$ cat config.mk
export PLATFORM = sky130hd
export DESIGN_NAME = command_dedup_and_report_throttle_flat
export DESIGN_NICKNAME = d
export VERILOG_FILES = /design/src/rtl/cdrt_pkg.sv /design/src/rtl/cdrt_chan_if.sv /design/src/rtl/cdrt_core.sv /design/src/rtl/command_dedup_and_report_throttle.sv /design/src/flat_wrapper.sv
export SDC_FILE = /design/constraint.sdc
export NUM_CORES = 1
export LEC_CHECK = 0
export BUFFER_PORTS_ARGS = -buffer_cell sky130_fd_sc_hd__buf_2
export CAP_MARGIN = 20
export CORE_AREA = 2 2 219 221
export CTS_BUF_LIST = sky130_fd_sc_hd__clkbuf_16
export DETAILED_ROUTE_END_ITERATION = 10
export DIE_AREA = 0 0 221 223
export GPL_TIMING_DRIVEN = 0
export PLACE_DENSITY = 0.72
export SYNTH_ARGS = -nofsm -noshare
export SYNTH_HDL_FRONTEND = slang
export SYNTH_SLANG_ARGS = --single-unit
$ cat constraint.sdc
create_clock -name clk -period 6.4 [get_ports clk]
set_input_delay 0.32 -clock clk [delete_from_list [all_inputs] [get_ports clk]]
set_output_delay 0.32 -clock clk [all_outputs]
set_load 0.01 [all_outputs]
$ cat src/rtl/cdrt_pkg.sv
// cdrt_pkg: shared types and constants for the command dedup and report throttle block
// item and result layouts, opcode, kind and action codes, configuration indexes
// no dependencies
package cdrt_pkg;

  localparam int unsigned CFG_IDX_W  = 1;
  localparam int unsigned CFG_DATA_W = 31;

  localparam logic [CFG_IDX_W-1:0] CFG_HEARTBEAT = 1'd0;
  localparam logic [CFG_IDX_W-1:0] CFG_MIN_GAP   = 1'd1;

  localparam logic [CFG_DATA_W-1:0] HEARTBEAT_RESET = 31'd10000;
  localparam logic [CFG_DATA_W-1:0] MIN_GAP_RESET   = 31'd250;

  localparam logic [1:0] OP_COMMAND = 2'd0;
  localparam logic [1:0] OP_POLL    = 2'd1;
  localparam logic [1:0] OP_FORCE   = 2'd2;

  localparam logic [7:0] KIND_THEME      = 8'd0;
  localparam logic [7:0] KIND_SCREEN     = 8'd1;
  localparam logic [7:0] KIND_BRIGHTNESS = 8'd2;
  localparam logic [7:0] KIND_AUTOBRIGHT = 8'd3;
  localparam logic [7:0] KIND_ACKALARM   = 8'd4;
  localparam logic [7:0] KIND_DWELL      = 8'd5;
  localparam logic [7:0] KIND_SLEEP      = 8'd6;

  localparam logic [2:0] ACT_NONE       = 3'd0;
  localparam logic [2:0] ACT_THEME      = 3'd1;
  localparam logic [2:0] ACT_SCREEN     = 3'd2;
  localparam logic [2:0] ACT_BRIGHTNESS = 3'd3;
  localparam logic [2:0] ACT_AUTOBRIGHT = 3'd4;
  localparam logic [2:0] ACT_ACKALARM   = 3'd5;
  localparam logic [2:0] ACT_DWELL      = 3'd6;
  localparam logic [2:0] ACT_SLEEP      = 3'd7;

  localparam logic [7:0] THEME_ARG_MAX  = 8'd3;
  localparam logic [7:0] SCREEN_ARG_MAX = 8'd2;
  localparam logic [7:0] BRIGHT_ARG_MAX = 8'd100;
  localparam logic [7:0] SLEEP_ARG_MAX  = 8'd1;
  localparam logic [7:0] DWELL_SHORT    = 8'd3;
  localparam logic [7:0] DWELL_MID      = 8'd6;
  localparam logic [7:0] DWELL_LONG     = 8'd30;

  typedef struct packed {
    logic [1:0]  opcode;
    logic [31:0] command_id;
    logic [7:0]  command_kind;
    logic [7:0]  command_arg;
    logic [31:0] time_now_ms;
    logic [63:0] status_bytes;
    logic [31:0] acked_episode;
  } cmd_item_t;

  typedef struct packed {
    logic [2:0]  action;
    logic [7:0]  action_arg;
    logic        send_report;
    logic [31:0] consumed_id;
  } result_t;

endpackage

$ cat src/rtl/cdrt_chan_if.sv
// cdrt_chan_if: valid/ready channel carrying one payload, a request or a result
// payload type set at instantiation, normally from cdrt_pkg
interface cdrt_chan_if #(
  parameter type payload_t = logic
) ();
  logic     valid;
  logic     ready;
  payload_t data;

  modport source (output valid, output data, input ready);
  modport sink (input valid, input data, output ready);
endinterface

$ cat src/rtl/cdrt_core.sv
// cdrt_core: state, configuration registers and per-request decision logic
// command dedup and argument checks, wrap-safe report throttling; uses cdrt_pkg
module cdrt_core
  import cdrt_pkg::*;
(
  input  logic                  clk,
  input  logic                  rst,
  input  logic                  cfg_we,
  input  logic [CFG_IDX_W-1:0]  cfg_index,
  input  logic [CFG_DATA_W-1:0] cfg_data,
  input  logic                  step,
  input  cmd_item_t             item,
  output result_t               result
);

  logic [CFG_DATA_W-1:0] heartbeat;
  logic [CFG_DATA_W-1:0] min_gap;

  logic [31:0] last_consumed_id;
  logic [31:0] reported_id;
  logic [31:0] last_sent_time;
  logic        have_sent;
  logic [63:0] reported_status;
  logic [31:0] reported_episode;

  logic        is_cmd;
  logic        is_poll;
  logic        is_force;
  logic        id_new;
  logic [2:0]  cmd_action;
  logic [7:0]  cmd_arg;
  logic [31:0] age;
  logic        age_neg;
  logic        below_hb;
  logic        at_min;
  logic        changed;
  logic        send;

  assign is_cmd   = (item.opcode == OP_COMMAND);
  assign is_poll  = (item.opcode == OP_POLL);
  assign is_force = (item.opcode == OP_FORCE);
  assign id_new   = (item.command_id > last_consumed_id);

  // kind and argument check
  always_comb begin
    cmd_action = ACT_NONE;
    cmd_arg    = 8'd0;
    case (item.command_kind)
      KIND_THEME: begin
        if (item.command_arg <= THEME_ARG_MAX) begin
          cmd_action = ACT_THEME;
          cmd_arg    = item.command_arg;
        end
      end
      KIND_SCREEN: begin
        if (item.command_arg <= SCREEN_ARG_MAX) begin
          cmd_action = ACT_SCREEN;
          cmd_arg    = item.command_arg;
        end
      end
      KIND_BRIGHTNESS: begin
        if (item.command_arg <= BRIGHT_ARG_MAX) begin
          cmd_action = ACT_BRIGHTNESS;
          cmd_arg    = item.command_arg;
        end
      end
      KIND_AUTOBRIGHT: cmd_action = ACT_AUTOBRIGHT;
      KIND_ACKALARM:   cmd_action = ACT_ACKALARM;
      KIND_DWELL: begin
        if (item.command_arg == DWELL_SHORT || item.command_arg == DWELL_MID ||
            item.command_arg == DWELL_LONG) begin
          cmd_action = ACT_DWELL;
          cmd_arg    = item.command_arg;
        end
      end
      KIND_SLEEP: begin
        if (item.command_arg <= SLEEP_ARG_MAX) begin
          cmd_action = ACT_SLEEP;
          cmd_arg    = item.command_arg;
        end
      end
      default: begin
        cmd_action = ACT_NONE;
        cmd_arg    = 8'd0;
      end
    endcase
  end

  // signed age against the last send time
  assign age      = item.time_now_ms - last_sent_time;
  assign age_neg  = age[31];
  assign below_hb = age_neg || (age[30:0] < heartbeat);
  assign at_min   = !age_neg && (age[30:0] >= min_gap);
  assign changed  = (item.status_bytes != reported_status) ||
                    (item.acked_episode != reported_episode) ||
                    (last_consumed_id != reported_id);
  assign send     = !have_sent || !below_hb || (changed && at_min);

  always_comb begin
    result             = '0;
    result.consumed_id = last_consumed_id;
    if (is_cmd && id_new) begin
      result.action      = cmd_action;
      result.action_arg  = cmd_arg;
      result.consumed_id = item.command_id;
    end
    if (is_poll) begin
      result.send_report = send;
    end
  end

  always_ff @(posedge clk) begin
    if (rst) begin
      heartbeat <= HEARTBEAT_RESET;
      min_gap   <= MIN_GAP_RESET;
    end else if (cfg_we) begin
      unique case (cfg_index)
        CFG_HEARTBEAT: heartbeat <= cfg_data;
        CFG_MIN_GAP:   min_gap   <= cfg_data;
      endcase
    end
  end

  always_ff @(posedge clk) begin
    if (rst) begin
      last_consumed_id <= '0;
      reported_id      <= '0;
      last_sent_time   <= '0;
      have_sent        <= 1'b0;
      reported_status  <= '0;
      reported_episode <= '0;
    end else if (step) begin
      if (is_cmd && id_new) begin
        last_consumed_id <= item.command_id;
      end
      if (is_poll && send) begin
        reported_status  <= item.status_bytes;
        reported_episode <= item.acked_episode;
        reported_id      <= last_consumed_id;
        last_sent_time   <= item.time_now_ms;
        have_sent        <= 1'b1;
      end
      if (is_force) begin
        have_sent <= 1'b0;
      end
    end
  end

endmodule

$ cat src/rtl/command_dedup_and_report_throttle.sv
// command_dedup_and_report_throttle: command dedup and status report throttling
// path: an accepted request goes through the input register and then the result register
// throughput: one request per cycle while results are taken; a waiting result lets one more
// request into the input register and then holds the input
// reset: rst synchronous active high; state cleared, report pending, intervals to defaults
// uses cdrt_pkg, cdrt_chan_if and cdrt_core
module command_dedup_and_report_throttle
  import cdrt_pkg::*;
(
  input  logic                  clk,
  input  logic                  rst,
  input  logic                  cfg_we,
  input  logic [CFG_IDX_W-1:0]  cfg_index,
  input  logic [CFG_DATA_W-1:0] cfg_data,
  cdrt_chan_if.sink             item_in,
  cdrt_chan_if.source           result_out
);

  logic      stage_valid;
  cmd_item_t stage_item;
  logic      res_valid;
  result_t   res_item;
  logic      advance;
  result_t   core_result;

  assign advance       = stage_valid && (!res_valid || result_out.ready);
  assign item_in.ready = !stage_valid || advance;

  cdrt_core u_core (
    .clk       (clk),
    .rst       (rst),
    .cfg_we    (cfg_we),
    .cfg_index (cfg_index),
    .cfg_data  (cfg_data),
    .step      (advance),
    .item      (stage_item),
    .result    (core_result)
  );

  always_ff @(posedge clk) begin
    if (rst) begin
      stage_valid <= 1'b0;
    end else if (item_in.ready) begin
      stage_valid <= item_in.valid;
    end
  end

  always_ff @(posedge clk) begin
    if (item_in.valid && item_in.ready) begin
      stage_item <= item_in.data;
    end
  end

  always_ff @(posedge clk) begin
    if (rst) begin
      res_valid <= 1'b0;
    end else if (!res_valid || result_out.ready) begin
      res_valid <= stage_valid;
    end
  end

  always_ff @(posedge clk) begin
    if (advance) begin
      res_item <= core_result;
    end
  end

  assign result_out.valid = res_valid;
  assign result_out.data  = res_item;

  a_report_no_action: assert property (@(posedge clk) disable iff (rst)
    res_valid && res_item.send_report |->
      res_item.action == ACT_NONE && res_item.action_arg == 8'd0)
    else $error("report flagged on a request that also carries an action");

  a_arg_needs_action: assert property (@(posedge clk) disable iff (rst)
    res_valid && res_item.action_arg != 8'd0 |-> res_item.action != ACT_NONE)
    else $error("non-zero argument without an action");

  a_stage_kept: assert property (@(posedge clk) disable iff (rst)
    stage_valid && !advance |=> stage_valid)
    else $error("stalled request dropped from the input register");

  a_advance_loads: assert property (@(posedge clk) disable iff (rst)
    advance |=> res_valid)
    else $error("processed request did not reach the result register");

endmodule

$ cat src/flat_wrapper.sv
// flat-port wrapper written by rule: the top's interface ports become plain ports
module command_dedup_and_report_throttle_flat import cdrt_pkg::*;
  (clk, rst, cfg_we, cfg_index, cfg_data, item_in_valid, item_in_data, item_in_ready, result_out_valid, result_out_data, result_out_ready);
  cdrt_chan_if #(.payload_t(cmd_item_t)) item_in_i ();
  cdrt_chan_if #(.payload_t(result_t)) result_out_i ();
  input  logic clk;
  input  logic rst;
  input  logic cfg_we;
  input  logic [CFG_IDX_W-1:0] cfg_index;
  input  logic [CFG_DATA_W-1:0] cfg_data;
  input wire logic [$bits(item_in_i.valid)-1:0] item_in_valid;
  input wire logic [$bits(item_in_i.data)-1:0] item_in_data;
  output wire logic [$bits(item_in_i.ready)-1:0] item_in_ready;
  output wire logic [$bits(result_out_i.valid)-1:0] result_out_valid;
  output wire logic [$bits(result_out_i.data)-1:0] result_out_data;
  input wire logic [$bits(result_out_i.ready)-1:0] result_out_ready;
  assign item_in_i.valid = item_in_valid;
  assign item_in_i.data = item_in_data;
  assign item_in_ready = item_in_i.ready;
  assign result_out_valid = result_out_i.valid;
  assign result_out_data = result_out_i.data;
  assign result_out_i.ready = result_out_ready;
  command_dedup_and_report_throttle u_core (.clk(clk), .rst(rst), .cfg_we(cfg_we), .cfg_index(cfg_index), .cfg_data(cfg_data), .item_in(item_in_i), .result_out(result_out_i));
endmodule
==> metrics.txt <==
setup_tns 0 ps; Final ANT Viol Nets 0; Avg Inst Size Synth 10.7 µm²; antenna violations before repair 2; R2R depth 23; Crit. path cell count 23; All-Layer GR Usage 25.0%; Storage cell area 0.0118 mm²; Distinct cells, synth 66; CP peak stage delay 660 ps; Initial Utilization 49.4%; register area share after synthesis 50.8%; Yosys top cell by area edfxtp_1; fin. max-slew vios 0; crit path cell chain inv_1 > ha_1 > fa_1 > nor2b_1 > o2111ai_1 > a31oi_1 > o311a_1 > o21ai_1 > o211ai_1 > a41oi_2 > a311oi_1 > ha_1 > nand4_1 > or2_2 > nor2_1 > o21ai_0 > nand4b_1 > or3_1 > a311oi_4 > a2111o_1 > buf_2 > buf_6 > mux2i_1; per-cell routed wire length 18.8 µm; Max Clock Skew 31.0 ps; Setup Crit Path Kind reg -> reg; Worst-Skew Late Latency 610 ps; Achievable Freq 163 MHz; Post-DP HPWL 45000 µm; outcome finished clean; CP top delay family compound AO/OA/AOI/OAI gates; worst r2r src u_core.stage_item[96]$_DFFE_PP_; Area after DPL 0.0254 mm²; clock sinks 479; area delta synth->final 25.5%; GPL Wtd Cong 0.913; Post-synth EDFFs 222; Die Y 223 µm; HP Class in -> reg; cell row count 80; PD cells 248 mW/mm²; Slew @ Worst Pin 1070 ps; Die ar. 0.0493 mm²; crit path from u_core.stage_item[96]$_DFFE_PP_; CP bufs+invs 3; Critical Path RT 6910 ps; detailed-route via count 17600; YS warnings 0; worst setup path end u_core.u_core.reported_id[9]$_SDFFE_PP0P_; final critical-path share of the clock period 96.0%; Setup-failing EPs final 0; fillers 3769; reg2reg setup slack 260 ps; clock buffer depth 3; core box area 0.0471 mm²; Worst IR Drop VDD 0.248 mV; Overflow after GRT 0; min cycle time layout 6140 ps; Final #Nets 3046; initial DRC count 1042; post-route core utilization 61.9%; Hold Fails Final Rpt 0; CTS tree done; Worst path slowest cell a311oi_1; drt total wl 63400 µm; Min Hold Slack 121 ps; largest net degree at the start of global routing 57; DRC viols 0; Max-Cap Viols 0; Synth area leaders edfxtp_1 (29%), dfxtp_1 (22%), nand2b_1 (8.9%); Cells after Synth 2181; Synth Net Count 2521; input/output buffers 259; area of the multi-input gates 0.0104 mm²; startpoint types flip-flop; Async SR Flop Fraction 0%; Synth Flop Type dfxtp_1; Worst-path clk slew 60 ps; Worst R2R End u_core.u_core.reported_id[9]$_SDFFE_PP0P_; Yosys top cell area share 28.6%; number of cells after detailed placement 3059; critical path fanouts, max 10; RSZ-0062 raised after global routing no; Max transition margin 27.9%; layout cells sized above 1 13.4%; Num CTS Buffers 50; Via density 5.23; Worst Setup End Kind flip-flop; clock root cell clkbuf_16; first-pass GRT wire length 96900 µm; Pre-Repair DR Iteration Count 6; # IOs 261; Die W 221 µm; most used cell, CP ha_1; Synth Cell Area 0.0233 mm²; Static Leak 11.1 nW; crit path DAT 6660 ps; Synth Register Bits 479; final instance area 0.0292 mm²; final cell count without fillers 3364; post-CTS setup buffers 0; H-tree depth 2; vias in the first global route 18000
==> layout make-up <==
cell class              instances  area share [%]
well taps                     615            2.64
multi-input cells            1463            35.5
diodes                          2          0.0171
inverters                     147            1.89
clock buffers                  51            4.37
repair buffers                473            12.0
plain buffers                  92            2.01
flip-flops and latches        479            40.4
clock inverters                42            1.17
==> how the worst min path moves through the flow <==
stage | start | to | cells past startpoint
2_1_floorplan | item_in_data[0] | u_core.stage_item[0]$_DFFE_PP_ | 0
3_3_place_gp | u_core.u_core.min_gap[9]$_SDFFE_PP0P_ | u_core.u_core.min_gap[9]$_SDFFE_PP0P_ | 2
3_5_place_dp | u_core.u_core.heartbeat[12]$_SDFFE_PP0P_ | u_core.u_core.heartbeat[12]$_SDFFE_PP0P_ | 2
4_1_cts | cfg_we | u_core.u_core.min_gap[30]$_SDFFE_PP0P_ | 4
5_1_grt | result_out_ready | u_core.result_out.valid$_SDFFE_PP0P_ | 4
6_report | result_out_ready | u_core.result_out.valid$_SDFFE_PP0P_ | 4
==> timing repair <==
action,4_1_cts,5_1_grt
pin swaps,0,0
hold buffers,210,0
endpoints found under the hold margin,239,0
gates resized for setup,3,3
setup endpoints to repair,161,30
gates cloned,0,0
==> synth_stat cells (9+ instances only) <==
cell and instances:
nand2b_1 331, dfxtp_1 257, edfxtp_1 222, nand2_1 186, mux2i_1 161, inv_1 147
ha_1 124, xnor2_1 111, a21oi_1 108, o21ai_0 91, clkbuf_1 74, nor2_1 53
nand4_1 41, nand3b_1 38, a21o_1 37, xor2_1 30, nor4_1 17, buf_12 13
a211o_1 10, nand3_1 10, nor2b_1 10, nor3_1 9, o21a_1 9
==> layer usage <==
layer  up-vias  wire [µm]  global-route usage (%)  part of all wire [%]
met5         -          0                       0                     0
met3       133       2610                    2.90                   4.1
met4         0       2310                    9.72                   3.7
li1       8574          -                       -                     -
met1      8429      27000                    31.4                    43
met2       467      31500                    44.2                    50
==> sequential cells by signal (all words and copies together), names as in the netlist <==
register and count:
u_core.result_out.data 44, u_core.result_out.valid 1, u_core.stage_item 178, u_core.stage_valid 1, u_core.u_core.have_sent 1, u_core.u_core.heartbeat 31
u_core.u_core.last_consumed_id 32, u_core.u_core.last_sent_time 32, u_core.u_core.min_gap 31, u_core.u_core.reported_episode 32, u_core.u_core.reported_id 32, u_core.u_core.reported_status 64
==> stage by stage <==
stage,power [mW],worst slack (ps)
3_3_place_gp,4.27,-606
4_1_cts,7.27,81.1
5_1_grt,7.52,53.1
6_report,7.24,259
3_5_place_dp,4.29,-419
2_1_floorplan,3.99,1130
==> cells in the final DEF, fill, tap and decap left out, drive strengths merged, types with 16 or more instances in the layout <==
cell         instances
clkinv              16
nor2                53
xor2                30
mux2i              161
nand2              187
nor4                17
nand3b              38
nand2b             331
edfxtp             222
clkbuf             125
xnor2              111
a21oi              110
ha                 124
dlygate4sd3        210
dfxtp              257
inv                165
buf                281
o21ai               93
a21o                37
nand4               41
==> cells by family (layout without fill, tap and decap cells) <==
logic type                 count (synthesis)  in the layout  synth area share [%]
and+or+nand+nor                          718            718                  16.9
DFF                                      479            479                  50.8
AOI/OAI and AO/OA                        316            316                  8.36
buffers and inverters                    239            805                  4.90
muxes                                    162            162                  6.97
xor gates and xnor gates                 141            141                  5.31
adders and majority gates                125            125                  6.75
other                                      1              3                0.0161
==> power breakdown <==
group / total, mW / switching, mW / internal [mW] / leakage, nW
sequential: 3.43 / 0.0912 / 3.34 / 4.23
clock: 2.90 / 1.25 / 1.65 / 0.847
combinational: 0.909 / 0.474 / 0.435 / 6.07
==> worst min-delay path, stage by stage <==
cell and delay [ps]:
buf_2 70, nor2b_1 90, nor2_1 100, nor2_1 60
Note: power is estimated with default switching activity, not from simulation.
